--- src/rtl/rgbhsv_pkg.sv ---
// ----------------------------------------------------------------------------
// rgbhsv_pkg
// Shared types and constants of the RGB to HSV pixel pipeline.
// ----------------------------------------------------------------------------
package rgbhsv_pkg;

    // Channel payloads
    typedef struct packed {
        logic [7:0] red;
        logic [7:0] green;
        logic [7:0] blue;
    } rgb_t;

    typedef struct packed {
        logic [8:0] hue;
        logic [6:0] saturation;
        logic [6:0] brightness;
    } hsv_t;

    // Which channel holds the maximum (ties go red, then green)
    typedef enum logic [1:0] {
        SECTOR_RED,
        SECTOR_GREEN,
        SECTOR_BLUE
    } sector_t;

    localparam int DVD_W = 15;   // dividend: up to 100*255
    localparam int DVS_W = 8;    // divisor: diff or max
    localparam int QUO_W = 8;    // quotient bits, one per division step

    localparam logic [8:0] RED_BASE   = 9'd360;
    localparam logic [8:0] GREEN_BASE = 9'd120;
    localparam logic [8:0] BLUE_BASE  = 9'd240;
    localparam logic [8:0] TURN       = 9'd360;

    // One restoring-division lane in flight
    typedef struct packed {
        logic [DVD_W-1:0] rem;
        logic [DVS_W-1:0] dvs;
        logic [QUO_W-1:0] quo;
    } div_lane_t;

    // Side information that rides along with the divider lanes
    typedef struct packed {
        sector_t    sector;
        logic       neg;
        logic       grey;
        logic [6:0] bright;
    } side_t;

    typedef struct packed {
        div_lane_t hue_lane;
        div_lane_t sat_lane;
        side_t     side;
    } div_item_t;

    // First front stage result
    typedef struct packed {
        logic [7:0] mx;
        logic [7:0] diff;
        logic [7:0] adelta;
        logic       neg;
        sector_t    sector;
    } front_item_t;

endpackage

--- src/rtl/rgbhsv_front.sv ---
// ----------------------------------------------------------------------------
// rgbhsv_front
// Two stages: max/min/sector, then dividends and brightness.
// ----------------------------------------------------------------------------
module rgbhsv_front
    import rgbhsv_pkg::*;
(
    input  logic      clk,
    input  logic      rst_n,
    input  logic      up_valid,
    output logic      up_stall,
    input  rgb_t      up_item,
    output logic      dn_valid,
    input  logic      dn_stall,
    output div_item_t dn_item
);

    logic        s1_valid_reg;
    front_item_t s1_reg;
    front_item_t s1_next;
    logic        s1_stall;
    logic        s2_valid_reg;
    div_item_t   s2_reg;
    div_item_t   s2_next;
    logic        s2_stall;

    logic [7:0]  mx;
    logic [7:0]  mn;
    logic [8:0]  delta;
    logic [14:0] hue_dvd;
    logic [14:0] sat_dvd;
    logic [14:0] val_x;
    logic [15:0] val_sum;

    // Stage 1: extremes, sector and signed channel difference
    always_comb
    begin
        mx = up_item.red;
        mn = up_item.red;
        if (up_item.green > mx) mx = up_item.green;
        if (up_item.blue > mx)  mx = up_item.blue;
        if (up_item.green < mn) mn = up_item.green;
        if (up_item.blue < mn)  mn = up_item.blue;

        if (up_item.red == mx)
        begin
            s1_next.sector = SECTOR_RED;
            delta = {1'b0, up_item.green} - {1'b0, up_item.blue};
        end
        else if (up_item.green == mx)
        begin
            s1_next.sector = SECTOR_GREEN;
            delta = {1'b0, up_item.blue} - {1'b0, up_item.red};
        end
        else
        begin
            s1_next.sector = SECTOR_BLUE;
            delta = {1'b0, up_item.red} - {1'b0, up_item.green};
        end

        s1_next.mx     = mx;
        s1_next.diff   = mx - mn;
        s1_next.neg    = delta[8];
        s1_next.adelta = delta[8] ? 8'(-delta) : delta[7:0];
    end

    // Stage 2: scale by constants; brightness via reciprocal of 255
    always_comb
    begin
        hue_dvd = ({7'd0, s1_reg.adelta} << 6) - ({7'd0, s1_reg.adelta} << 2);
        sat_dvd = ({7'd0, s1_reg.diff} << 6) + ({7'd0, s1_reg.diff} << 5)
                + ({7'd0, s1_reg.diff} << 2);
        val_x   = ({7'd0, s1_reg.mx} << 6) + ({7'd0, s1_reg.mx} << 5)
                + ({7'd0, s1_reg.mx} << 2);
        val_sum = {1'b0, val_x} + 16'd1 + {9'd0, val_x[14:8]};

        s2_next.hue_lane.rem = hue_dvd;
        s2_next.hue_lane.dvs = s1_reg.diff;
        s2_next.hue_lane.quo = '0;
        s2_next.sat_lane.rem = sat_dvd;
        s2_next.sat_lane.dvs = s1_reg.mx;
        s2_next.sat_lane.quo = '0;
        s2_next.side.sector  = s1_reg.sector;
        s2_next.side.neg     = s1_reg.neg;
        s2_next.side.grey    = (s1_reg.diff == 8'd0);
        s2_next.side.bright  = val_sum[14:8];
    end

    assign s2_stall = s2_valid_reg && dn_stall;
    assign s1_stall = s1_valid_reg && s2_stall;
    assign up_stall = s1_stall;

    always_ff @(posedge clk or negedge rst_n)
    begin
        if (!rst_n)
        begin
            s1_valid_reg <= 1'b0;
            s2_valid_reg <= 1'b0;
        end
        else
        begin
            if (!s1_stall) s1_valid_reg <= up_valid;
            if (!s2_stall) s2_valid_reg <= s1_valid_reg;
        end
    end

    always_ff @(posedge clk)
    begin
        if (!s1_stall && up_valid)     s1_reg <= s1_next;
        if (!s2_stall && s1_valid_reg) s2_reg <= s2_next;
    end

    assign dn_valid = s2_valid_reg;
    assign dn_item  = s2_reg;

endmodule

--- src/rtl/rgbhsv_div_stage.sv ---
// ----------------------------------------------------------------------------
// rgbhsv_div_stage
// Two restoring-division steps on the hue and saturation lanes.
// ----------------------------------------------------------------------------
module rgbhsv_div_stage
    import rgbhsv_pkg::*;
#(
    parameter int SHIFT_HI = 7
)
(
    input  logic      clk,
    input  logic      rst_n,
    input  logic      up_valid,
    output logic      up_stall,
    input  div_item_t up_item,
    output logic      dn_valid,
    input  logic      dn_stall,
    output div_item_t dn_item
);

    logic      valid_reg;
    div_item_t item_reg;
    div_item_t item_next;
    logic      stall;

    function automatic div_lane_t div_step(input div_lane_t lane, input int sh);
        logic [DVD_W:0] rem_x;
        logic [DVD_W:0] dvs_x;
        logic [DVD_W:0] trial;
        logic           ge;
        div_lane_t      res;
        rem_x = {1'b0, lane.rem};
        dvs_x = {{(DVD_W + 1 - DVS_W){1'b0}}, lane.dvs} << sh;
        trial = rem_x - dvs_x;
        ge    = (rem_x >= dvs_x);
        res   = lane;
        res.quo = {lane.quo[QUO_W-2:0], ge};
        if (ge) res.rem = trial[DVD_W-1:0];
        return res;
    endfunction

    always_comb
    begin
        item_next          = up_item;
        item_next.hue_lane = div_step(div_step(up_item.hue_lane, SHIFT_HI), SHIFT_HI - 1);
        item_next.sat_lane = div_step(div_step(up_item.sat_lane, SHIFT_HI), SHIFT_HI - 1);
    end

    assign stall    = valid_reg && dn_stall;
    assign up_stall = stall;

    always_ff @(posedge clk or negedge rst_n)
    begin
        if (!rst_n)
            valid_reg <= 1'b0;
        else if (!stall)
            valid_reg <= up_valid;
    end

    always_ff @(posedge clk)
    begin
        if (!stall && up_valid) item_reg <= item_next;
    end

    assign dn_valid = valid_reg;
    assign dn_item  = item_reg;

endmodule

--- src/rtl/rgbhsv_back.sv ---
// ----------------------------------------------------------------------------
// rgbhsv_back
// Hue assembly from sector, sign and quotient; output register.
// ----------------------------------------------------------------------------
module rgbhsv_back
    import rgbhsv_pkg::*;
(
    input  logic      clk,
    input  logic      rst_n,
    input  logic      up_valid,
    output logic      up_stall,
    input  div_item_t up_item,
    output logic      dn_valid,
    input  logic      dn_stall,
    output hsv_t      dn_item
);

    logic       valid_reg;
    hsv_t       hsv_reg;
    hsv_t       hsv_next;
    logic       stall;
    logic [8:0] base;
    logic [8:0] qx;
    logic [8:0] adj;
    logic [8:0] hue_raw;

    always_comb
    begin
        unique case (up_item.side.sector)
            SECTOR_RED:   base = RED_BASE;
            SECTOR_GREEN: base = GREEN_BASE;
            SECTOR_BLUE:  base = BLUE_BASE;
            default:      base = RED_BASE;
        endcase

        qx  = {1'b0, up_item.hue_lane.quo};
        // floor of a negative ratio rounds away from zero on a remainder
        adj = qx + {8'd0, (up_item.hue_lane.rem != '0)};

        if (up_item.side.neg)
            hue_raw = base - adj;
        else
            hue_raw = base + qx;
        if (hue_raw >= TURN) hue_raw = hue_raw - TURN;

        hsv_next.hue        = up_item.side.grey ? 9'd0 : hue_raw;
        hsv_next.saturation = up_item.side.grey ? 7'd0 : up_item.sat_lane.quo[6:0];
        hsv_next.brightness = up_item.side.bright;
    end

    assign stall    = valid_reg && dn_stall;
    assign up_stall = stall;

    always_ff @(posedge clk or negedge rst_n)
    begin
        if (!rst_n)
            valid_reg <= 1'b0;
        else if (!stall)
            valid_reg <= up_valid;
    end

    always_ff @(posedge clk)
    begin
        if (!stall && up_valid) hsv_reg <= hsv_next;
    end

    assign dn_valid = valid_reg;
    assign dn_item  = hsv_reg;

    a_hue_range: assert property (@(posedge clk) disable iff (!rst_n)
        valid_reg |-> (hsv_reg.hue < TURN))
        else $error("hue out of range");

    a_pct_range: assert property (@(posedge clk) disable iff (!rst_n)
        valid_reg |-> (hsv_reg.saturation <= 7'd100 && hsv_reg.brightness <= 7'd100))
        else $error("percentage out of range");

    a_grey: assert property (@(posedge clk) disable iff (!rst_n)
        (up_valid && !stall && up_item.side.grey) |=> (hsv_reg.hue == 9'd0
            && hsv_reg.saturation == 7'd0))
        else $error("grey pixel with nonzero hue or saturation");

    a_hue_quo: assert property (@(posedge clk) disable iff (!rst_n)
        (up_valid && !up_item.side.grey) |-> (up_item.hue_lane.quo <= 8'd60))
        else $error("hue quotient beyond one sector");

endmodule

--- src/rtl/rgb_to_hsv_pixel.sv ---
// ----------------------------------------------------------------------------
// rgb_to_hsv_pixel
// Pipelined conversion of 8-bit RGB pixels to integer HSV.
// ----------------------------------------------------------------------------
//
//  channel  | handshake                  | payload
//  ---------+----------------------------+------------------------------------
//  pixel    | pixel_valid / pixel_stall  | rgb_t: red, green, blue
//  hsv      | hsv_valid / hsv_stall      | hsv_t: hue, saturation, brightness
//
//  One pixel enters per cycle while pixel_stall is low. Each pixel passes two
//  front stages, the 8-step restoring divider run two steps per stage over
//  four stages, and one output stage.
//  Reset clears only the valid bits; payload registers are not reset.
//  A stall holds only stages that carry a pixel, so bubbles collapse and the
//  input keeps taking pixels while the result waits, until every stage is full.
//
module rgb_to_hsv_pixel
    import rgbhsv_pkg::*;
(
    input  logic clk,
    input  logic rst_n,
    input  logic pixel_valid,
    output logic pixel_stall,
    input  rgb_t pixel,
    output logic hsv_valid,
    input  logic hsv_stall,
    output hsv_t hsv
);

    localparam int NUM_DIV = 4;

    // Stage links: index 0 is the front output, NUM_DIV the divider output
    logic      link_valid [NUM_DIV+1];
    logic      link_stall [NUM_DIV+1];
    div_item_t link_item  [NUM_DIV+1];

    // Front: extremes and sector, then dividends and brightness
    rgbhsv_front u_front (
        .clk      (clk),
        .rst_n    (rst_n),
        .up_valid (pixel_valid),
        .up_stall (pixel_stall),
        .up_item  (pixel),
        .dn_valid (link_valid[0]),
        .dn_stall (link_stall[0]),
        .dn_item  (link_item[0])
    );

    // Divider: each stage retires two quotient bits, most significant first
    for (genvar i = 0; i < NUM_DIV; i++)
    begin : g_div
        rgbhsv_div_stage #(
            .SHIFT_HI (2 * (NUM_DIV - i) - 1)
        ) u_div (
            .clk      (clk),
            .rst_n    (rst_n),
            .up_valid (link_valid[i]),
            .up_stall (link_stall[i]),
            .up_item  (link_item[i]),
            .dn_valid (link_valid[i+1]),
            .dn_stall (link_stall[i+1]),
            .dn_item  (link_item[i+1])
        );
    end

    // Back: fold sign and sector into hue, drop hue and saturation for grey
    rgbhsv_back u_back (
        .clk      (clk),
        .rst_n    (rst_n),
        .up_valid (link_valid[NUM_DIV]),
        .up_stall (link_stall[NUM_DIV]),
        .up_item  (link_item[NUM_DIV]),
        .dn_valid (hsv_valid),
        .dn_stall (hsv_stall),
        .dn_item  (hsv)
    );

endmodule
--- config.mk ---
export PLATFORM = sky130hd
export DESIGN_NAME = rgb_to_hsv_pixel
export DESIGN_NICKNAME = d
export VERILOG_FILES = /design/src/rtl/rgbhsv_pkg.sv /design/src/rtl/rgbhsv_front.sv /design/src/rtl/rgbhsv_div_stage.sv /design/src/rtl/rgbhsv_back.sv /design/src/rtl/rgb_to_hsv_pixel.sv
export SDC_FILE = /design/constraint.sdc
export NUM_CORES = 1
export LEC_CHECK = 0
export ABC_CLOCK_PERIOD_IN_PS = 5800
export BUFFER_PORTS_ARGS = -buffer_cell sky130_fd_sc_hd__buf_2
export CAP_MARGIN = 15
export CORE_MARGIN = 2
export CORE_UTILIZATION = 51
export DETAILED_ROUTE_END_ITERATION = 12
export GPL_ROUTABILITY_DRIVEN = 0
export PLACE_DENSITY = 0.7
export SYNTH_ARGS = -nofsm -noshare
export SYNTH_HDL_FRONTEND = slang
export SYNTH_SLANG_ARGS = --single-unit
--- constraint.sdc ---
create_clock -name clk -period 5.8 [get_ports clk]
set_input_delay 1.74 -clock clk [delete_from_list [all_inputs] [get_ports clk]]
set_output_delay 1.74 -clock clk [all_outputs]
set_load 0.05 [all_outputs]
==> qor.yml, run 1 <==
status: "complete, but fails checks"
violations: "negative setup slack"
ys_seq_elements: 323
fin_ws_ns: -0.2161
drt-vias-per-instance: 5.495
fmax_ghz: 0.1662
slowest_delay_ns: 0.44
critPathBufInv: 3
clock_latency_ns: 0.53
highest_layer: "met4"
largest_reg_flops: 216
finalMaxSlewViolations: 0
vias: 15700
yosys.area.top_type: "edfxtp_1"
die_h_um: 210.7
final_core_util: 0.6160
synth_top_area_frac: 0.4356
worst_ep_arrival_time_ns: 6.28
grt_max_degree: 54
yosysWarningCount: 0
critPathRequiredTime_ns: 6.07
layout_min_cycle_time_ns: 6.016
worstHoldStart: "g_div[1].u_div.dn_item[0]$_DFFE_PP_"
cp_slowest_cell: "or3_4"
setup_viol: 9
whs_path_depth: 0
r2r_start: "g_div[1].u_div.dn_item[30]$_DFFE_PP_"
power.switching_mw: 6.958
combPwrFrac: 0.600
crit_fanout: 6
dominantRegCellSynth: "edfxtp_1"
yosys-top-cells-area: "edfxtp_1 (44%), ha_1 (13%), xnor2_1 (4.9%), inv_1 (3.9%), a21oi_1 (3.2%)"
wl_um: 46070
antenna_found_initial: 0
wire_per_inst_um: 16.13
root_buffer: "clkbuf_16"
io_buffers: 52
clk_pin_slew_ns: 0.06
drc_errors: 0
layout-drive-gt1-share: 0.1989
finalHoldViolCount: 0
wl_met2_um: 23880
r2r_slack_ns: 0.36
first_global_vias: 16340
nNetsFinal: 2575
antenna_left: 0
met3_length_um: 1989
slew_headroom: 0.2617
htreeDepth: 2
startpoint_type: "primary input"
diodes: 0
reg2reg_to: "g_div[2].u_div.dn_item[37]$_DFFE_PP_"
io_pins: 53
synth-edff-count: 316
netlist_instances: 2051
seq_area_frac_synth: 0.4436
worst_setup_path_end_kind: "flip-flop"
whs_ns: 0.4008
cts.sinks: 323
async_flop_share: 0.02167
overflow: 0
holdBufCountCts: 0
hold_end: "g_div[2].u_div.dn_item[0]$_DFFE_PP_"
die_w_um: 210.7
pwr_density_cell_nw_per_um2: 656.5
maxCapViolations: 0
netlist_area_um2: 21790
finalCritPeriodShare: 1.037
tightest_slew_ns: 1.107
switching_share: 0.4093
cp_top_family: "compound AO/OA/AOI/OAI gates"
initial_core_util: 0.5182
final_common_cell: "edfxtp_1"
avgSynthCellArea_um2: 10.62
cts_tree: "done"
min_path_type: "flip-flop to flip-flop"
hpwl_um: 35670
power.internal_mw: 10.04
met1_length_um: 18150
final_cell_mix: "edfxtp_1 (316), inv_1 (214), ha_1 (213)"
grt_pass1_wl_um: 75950
fin_area_um2: 25900
syn_nets: 2333
clock-skew-final_ns: 0.01845
rsz0062_at_grt: "true"
critical_path.cell_chain: "buf_2 -> ha_4 -> nand3b_4 -> a211oi_4 -> or2_4 -> buf_6 -> nor2_4 -> a21oi_2 -> ha_1 -> a21o_1 -> a211oi_2 -> o211ai_4 -> o211ai_4 -> mux2_4 -> xnor2_1 -> nand4_2 -> or3_4 -> or2_4 -> buf_4 -> a21oi_4 -> a31oi_1 -> xnor2_1"
cts_max_path_buffers: 3
tns_ns: -1.418
vdd_ir_drop_max_v: 0.0002726
initialDrtViolationCount: 919
core-area_um2: 42040
p_clk_frac: 0.131
track_usage: 0.2098
first_pass_iters: 8
syn2layout_area_growth_pct: 18.87
die_area_um2: 44390
critPathKind: "primary input to flip-flop"
leakage_nw: 11.00
rows: 75
total_power_mw: 17.00
rr_worst_depth: 28
cts-buffers-inserted: 34
pwr-share-seq: 0.268
ys_types: 77
place_area_um2: 23820
==> cell type report <==
type / count / area (um^2)
clock buffer: 38 / 887.1
clock inverter: 23 / 276.5
fill: 3257 / 16140
inverter: 226 / 860.8
multi-input combinational: 1471 / 11780
sequential: 323 / 9664
tap: 539 / 674.4
timing repair buffer: 237 / 1755
==> power groups by stage <==
stage / clock network (mW) / registers, mW / logic [mW]
after floorplan: 0 / 4.60 / 7.50
after global placement: 0 / 4.58 / 9.37
after detailed placement: 0 / 4.61 / 9.75
after CTS: 2.27 / 4.57 / 9.94
after global routing: 2.34 / 4.67 / 11.5
final: 2.23 / 4.56 / 10.2
==> through the flow <==
stage                     setup slack [ns]  std cells
after floorplan                     -1.017       2051
final                              -0.2161       2857
after CTS                          -0.1064       2848
after global routing               -0.3746       2857
after detailed placement            -1.172       2752
after global placement             -0.9518       2752
==> kinds of logic (layout without fill, tap and decap cells) <==
| logic type | after synthesis | in the layout | synth area share |
|---|---|---|---|
| AND/OR/NAND/NOR | 534 | 536 | 0.1238 |
| XOR/XNOR | 177 | 177 | 0.07185 |
| adder cells (fa/ha/maj) | 254 | 254 | 0.1559 |
| buffers and inverters | 260 | 524 | 0.04600 |
| multiplexers | 67 | 67 | 0.03325 |
| flip-flops | 323 | 323 | 0.4436 |
| AO/OA/AOI/OAI | 436 | 437 | 0.1256 |
==> per-layer routing <==
layer	global-route usage	vias up
li1	-	7825
met4	0.09519	0
met2	0.4034	391
met3	0.02557	149
met1	0.2293	7334
met5	0	-
==> worst max path at each step <==
stage | from | slack [ns] | cells after the start | end
2_1_floorplan | pixel[10] | -1.02 | 29 | u_front.s1_reg[9]$_DFFE_PP_
3_3_place_gp | pixel[15] | -0.95 | 26 | u_front.s1_reg[9]$_DFFE_PP_
3_5_place_dp | pixel[14] | -1.17 | 25 | u_front.s1_reg[9]$_DFFE_PP_
4_1_cts | pixel[14] | -0.11 | 25 | u_front.s1_reg[9]$_DFFE_PP_
5_1_grt | pixel[10] | -0.37 | 22 | u_front.s1_reg[10]$_DFFE_PP_
6_report | pixel[17] | -0.22 | 22 | u_front.s1_reg[10]$_DFFE_PP_
==> synth_stat cells (all sizes together) (4+ instances only) <==
cell type    n
edfxtp     316
inv        226
ha         225
nor2       143
a21oi      142
xnor2      123
nand2      119
o21ai      113
a21o        61
xor2        54
nor2b       49
nand2b      39
mux2        37
nor3        32
nand4       31
mux2i       30
fa          29
clkbuf      27
and2        26
nand3       23
nor4        22
o21bai      22
o31ai       19
o21a        16
or3         16
a21boi      12
a31oi       10
buf          7
dfrtp        7
a211oi       6
a221oi       6
or2          6
and3         5
o211ai       5
and4         4
nor3b        4
or4          4
==> repair_timing <==
action                                 CTS  global route
cloned                                   2             2
gates resized for setup                 83            64
setup endpoints to repair               20            95
setup buffers                           33             8
pin swaps                               53            36
endpoints found under the hold margin    0             0
(Power assumes the default switching activity.)
==> inputs of run 2 (changes only) <==
--- a/config.mk
+++ b/config.mk
@@ -9,10 +9,10 @@
 export BUFFER_PORTS_ARGS = -buffer_cell sky130_fd_sc_hd__buf_2
 export CAP_MARGIN = 15
 export CORE_MARGIN = 2
-export CORE_UTILIZATION = 51
+export CORE_UTILIZATION = 55
 export DETAILED_ROUTE_END_ITERATION = 12
 export GPL_ROUTABILITY_DRIVEN = 0
-export PLACE_DENSITY = 0.7
+export PLACE_DENSITY = 0.74
 export SYNTH_ARGS = -nofsm -noshare
 export SYNTH_HDL_FRONTEND = slang
 export SYNTH_SLANG_ARGS = --single-unit
==> run 2 against run 1 <==
The flow still finishes with violations (negative setup slack); clock skew decreased by 0.0055 ns; wire length grew 6.5%; clock power hardly changed; global-route usage grew 1.8 points; fmax fell by 6.3%; first-iteration DRC count decreased by 4.8%; die area shrank 7.1%; sequential share of layout area decreased by 0.41 points; utilization grew 5.7 points; combinational power about the same; sequential cell count stayed put; critical path type unchanged; largest power group unchanged; highest routed layer unchanged.
==> qor.yml, run 2 (synthesized netlist as in run 1, its figures left out) <==
antenna_left: 0
finalHoldViolCount: 0
grt_max_degree: 59
largest_reg_flops: 216
die_w_um: 203.0
total_power_mw: 17.32
io_buffers: 52
worst_setup_path_end_kind: "flip-flop"
syn2layout_area_growth_pct: 20.20
fin_ws_ns: -0.6200
core-area_um2: 38920
clock_latency_ns: 0.52
pwr_density_cell_nw_per_um2: 661.3
vias: 16150
critPathKind: "primary input to flip-flop"
die_h_um: 203.0
final_cell_mix: "edfxtp_1 (316), inv_1 (215), ha_1 (212)"
wire_per_inst_um: 17.22
initial_core_util: 0.5598
vdd_ir_drop_max_v: 0.0002796
diodes: 0
root_buffer: "clkbuf_16"
htreeDepth: 2
finalMaxSlewViolations: 0
grt_pass1_wl_um: 76960
finalCritPeriodShare: 1.107
track_usage: 0.2282
maxCapViolations: 0
io_pins: 53
min_path_type: "flip-flop to flip-flop"
violations: "negative setup slack"
startpoint_type: "primary input"
initialDrtViolationCount: 875
hpwl_um: 35500
overflow: 0
nNetsFinal: 2590
multi_input_area_um2: 11950
layout-drive-gt1-share: 0.2075
wl_um: 49080
rsz0062_at_grt: "true"
clock-skew-final_ns: 0.01291
antenna_found_initial: 0
layout_min_cycle_time_ns: 6.420
first_pass_iters: 5
first_global_vias: 16550
whs_ns: 0.4129
critPathRequiredTime_ns: 6.14
seqCellArea_um2: 9664
worst_ep_arrival_time_ns: 6.76
cts_tree: "done"
setup_viol: 13
fillers: 2770
cts_max_path_buffers: 3
drt-vias-per-instance: 5.665
drc_errors: 0
crit_fanout: 7
rows: 72
fmax_ghz: 0.1558
clk_pin_slew_ns: 0.06
die_area_um2: 41220
tightest_slew_ns: 0.9799
final_common_cell: "edfxtp_1"
cts.sinks: 323
status: "complete, but fails checks"
cts-buffers-inserted: 34
slew_headroom: 0.3467
leakage_nw: 11.12
run 2: timing repair:
action                     in CTS  in global routing
buffers inserted               16                 41
resized for setup              51                126
gates cloned                    3                  3
setup endpoints to repair      19                 97
hold buffers                    0                  0
pin swaps                      26                 63
run 2: routing by layer:
metal,share of wire,wire [um],global-route usage,vias to the layer above
met4,0.051,2491,0.1097,0
met3,0.043,2097,0.03114,197
li1,-,-,-,7860
met5,0,0,0,-
met1,0.38,18630,0.2473,7621
met2,0.53,25860,0.4353,472
run 2: power breakdown:
part           total [mW]  internal [mW]  switching [mW]
combinational        10.5           4.74            5.75
clock                2.25           1.38           0.875
sequential           4.57           4.08           0.496
run 2: worst max-delay path: stages:
cell and delay (ns):
buf_8 0.08, inv_4 0.03, ha_4 0.30, nand3_4 0.13
a211oi_4 0.30, buf_6 0.16, o21ai_0 0.10, o21ai_1 0.18
inv_1 0.15, ha_4 0.33, nor3b_4 0.23, o21ai_1 0.15
buf_4 0.17, o211ai_4 0.22, buf_4 0.17, o211ai_4 0.11
o311ai_0 0.52, nand4_1 0.21, buf_6 0.20, or2_4 0.25
o211ai_1 0.20, buf_4 0.16, nand2_4 0.06, ha_4 0.17
nor2b_4 0.13, a21oi_2 0.14, xor2_1 0.20
run 2: area by class of cell:
class                      instances  share of cell area
clock inverter                    24             0.01128
tap                              518             0.02475
timing repair buffer             251             0.07205
sequential                       323              0.3691
clock buffer                      37             0.03373
multi-input combinational       1472              0.4562
inverter                         226             0.03292
run 2: worst paths after layout:
path,startpoint,depth (start not counted),slack [ns],endpoint
max,pixel[14],27,-0.62,u_front.s1_reg[9]$_DFFE_PP_
min,g_div[3].u_div.dn_item[1]$_DFFE_PP_,0,0.41,u_back.dn_item[1]$_DFFE_PP_
max reg2reg,g_div[1].u_div.dn_item[30]$_DFFE_PP_,28,0.28,g_div[2].u_div.dn_item[37]$_DFFE_PP_
min reg2reg,g_div[3].u_div.dn_item[1]$_DFFE_PP_,0,0.41,u_back.dn_item[1]$_DFFE_PP_
max in group asynchronous,rst_n,1,4.59,u_back.dn_valid$_DFFE_PN0N_
min in group asynchronous,rst_n,1,1.05,u_front.dn_valid$_DFFE_PN0N_
run 2: per-stage QoR:
| step | util | setup TNS, ns | setup WS (ns) | instances | cell area (um^2) |
|---|---|---|---|---|---|
| 2_1_floorplan | - | -9.018 | -1.017 | 2051 | 21980 |
| 3_3_place_gp | 0.6111 | -11.76 | -0.9338 | 2730 | 23780 |
| 3_5_place_dp | 0.6111 | -15.77 | -1.176 | 2730 | 23780 |
| 4_1_cts | 0.6517 | -0.6458 | -0.1206 | 2810 | 25360 |
| 5_1_grt | 0.6729 | -6.425 | -0.6220 | 2851 | 26190 |
| 6_report | 0.6729 | -5.494 | -0.6200 | 2851 | 26190 |
==> inputs of run 3 (changes only) <==
--- a/config.mk
+++ b/config.mk
@@ -5,14 +5,16 @@
 export SDC_FILE = /design/constraint.sdc
 export NUM_CORES = 1
 export LEC_CHECK = 0
+export ABC_AREA = 1
 export ABC_CLOCK_PERIOD_IN_PS = 5800
-export BUFFER_PORTS_ARGS = -buffer_cell sky130_fd_sc_hd__buf_2
 export CAP_MARGIN = 15
 export CORE_MARGIN = 2
 export CORE_UTILIZATION = 55
 export DETAILED_ROUTE_END_ITERATION = 12
+export DONT_BUFFER_PORTS = 1
 export GPL_ROUTABILITY_DRIVEN = 0
-export PLACE_DENSITY = 0.74
+export PLACE_DENSITY = 0.73
 export SYNTH_ARGS = -nofsm -noshare
 export SYNTH_HDL_FRONTEND = slang
+export SYNTH_HIERARCHICAL = 1
 export SYNTH_SLANG_ARGS = --single-unit
==> run 3 against run 2 <==
The flow now finishes without violations; worst setup slack improved by 0.92 ns; critical path depth is 5 higher; first-iteration DRC count grew 86%; worst hold slack lost 0.0057 ns; final cell count is 37% higher; synthesized cell count up 55%; non-clock buffer count down 185; global-route usage is 0.65 points higher.
==> qor.yml, run 3 <==
fin_area_um2: 28670
antenna_left: 0
layout_min_cycle_time_ns: 5.497
io_buffers: 0
hpwl_um: 46020
grt_pass1_wl_um: 97570
reg2reg_to: "u_front/dn_item[6]$_DFFE_PP_"
initialDrtViolationCount: 1629
finalMaxSlewViolations: 0
netlist_instances: 3187
cts_max_path_buffers: 3
tightest_slew_ns: 1.122
track_usage: 0.2347
first_pass_iters: 6
final_cells: 3903
first_global_vias: 20950
path_common_cell: "nand2_1"
syn2layout_area_growth_pct: 8.991
slew_headroom: 0.2513
critPathRequiredTime_ns: 6.07
drc_errors: 0
io_pins: 53
crit_fanout: 14
antenna_found_initial: 1
avgSynthCellArea_um2: 8.253
netlist_area_um2: 26300
vias: 21200
rr_worst_depth: 21
htreeDepth: 2
fillers: 3927
fmax_ghz: 0.1819
cts.sinks: 340
clk_pin_slew_ns: 0.05
cp_top_family: "simple AND/OR/NAND/NOR gates"
cp_slowest_cell: "ha_1"
die_h_um: 222.7
worst_ep_arrival_time_ns: 5.77
diodes: 0
holdBufCountCts: 0
clock-skew-final_ns: 0.02089
place_area_um2: 27310
core-area_um2: 47450
cts-buffers-inserted: 38
worst_setup_path_end_kind: "flip-flop"
initial_core_util: 0.5544
cts_tree: "done"
worstHoldStart: "g_div[2].u_div/dn_item[47]$_DFFE_PP_"
min_path_type: "flip-flop to flip-flop"
setup_viol: 0
largest_reg_flops: 233
critPathBufInv: 6
multi_input_area_um2: 13920
slowest_delay_ns: 0.35
overflow: 0
critPathKind: "primary input to flip-flop"
die_area_um2: 49590
maxCapViolations: 0
place_inst: 3832
layout-drive-gt1-share: 0.1201
r2r_start: "u_front/s1_reg[21]$_DFFE_PP_"
status: "finished clean"
hold_end: "g_div[3].u_div/dn_item[49]$_DFFE_PP_"
root_buffer: "clkbuf_16"
r2r_slack_ns: 1.14
startpoint_type: "primary input"
rows: 80
finalHoldViolCount: 0
die_w_um: 222.7
tns_ns: 0
seqCellArea_um2: 10170
final_cell_mix: "nand2_1 (870), inv_1 (488), edfxtp_1 (333)"
wire_per_inst_um: 14.85
nNetsFinal: 3545
clock_latency_ns: 0.53
wl_um: 57960
final_common_cell: "nand2_1"
grt_max_degree: 48
whs_path_depth: 0
drt-vias-per-instance: 5.430
yosysWarningCount: 6
finalCritPeriodShare: 0.9478
-- run 3: changes by cell type in the layout (fill, tap and decap cells not counted), sizes merged, moves of 42 or more --
cell / previous run / this run
nand2: 120 / 971
inv: 228 / 526
nand3: 23 / 242
buf: 250 / 66
nor2: 143 / 252
xnor2: 123 / 49
a21o: 61 / 4
nor2b: 49 / 0
nand4: 31 / 73
-- run 3: final cells by class --
cell class,count,area share
multi-input combinational,2286,0.4857
sequential,340,0.3549
inverter,526,0.06905
clock buffer,49,0.03684
tap,615,0.02684
timing repair buffer,66,0.01942
clock inverter,21,0.007245
-- run 3: worst max path at each step --
stage / cells past startpoint / slack [ns] / from / end
2_1_floorplan: 28 / 0.02 / pixel[14] / u_front/s1_reg[18]$_DFFE_PP_
3_3_place_gp: 26 / 0.02 / pixel[12] / u_front/s1_reg[18]$_DFFE_PP_
3_5_place_dp: 26 / -0.26 / pixel[12] / u_front/s1_reg[18]$_DFFE_PP_
4_1_cts: 26 / 0.28 / pixel[12] / u_front/s1_reg[18]$_DFFE_PP_
5_1_grt: 36 / -0.006 / pixel[12] / u_front/s1_reg[9]$_DFFE_PP_
6_report: 32 / 0.30 / pixel[12] / u_front/s1_reg[7]$_DFFE_PP_
-- run 3: through the flow --
step | worst slack (ns) | hold WS (ns) | utilization
floorplan | 0.01805 | 0.4003 | -
global placement | 0.01575 | 0.4029 | 0.5756
detailed placement | -0.2566 | 0.4045 | 0.5756
CTS | 0.2819 | 0.4125 | 0.6022
global route | -0.006400 | 0.4195 | 0.6042
finish | 0.3026 | 0.4072 | 0.6042
-- run 3: timing repair --
action                                  4_1_cts  5_1_grt
buffers inserted                              0        0
endpoints found under the setup margin        0        6
resized for setup                             0       18
-- run 3: metal layers --
layer | share of wire | track usage | vias to the layer above | routed length, um
met5 | 0.00028 | 0 | - | 16
met4 | 0.032 | 0.08725 | 2 | 1882
met3 | 0.056 | 0.03676 | 161 | 3239
met2 | 0.49 | 0.4204 | 647 | 28570
met1 | 0.42 | 0.2845 | 9816 | 24260
li1 | - | - | 10570 | -
Power of run 3 is not shown: default switching activity piles up to over one toggle a cycle in this logic, so the estimate is an artifact.
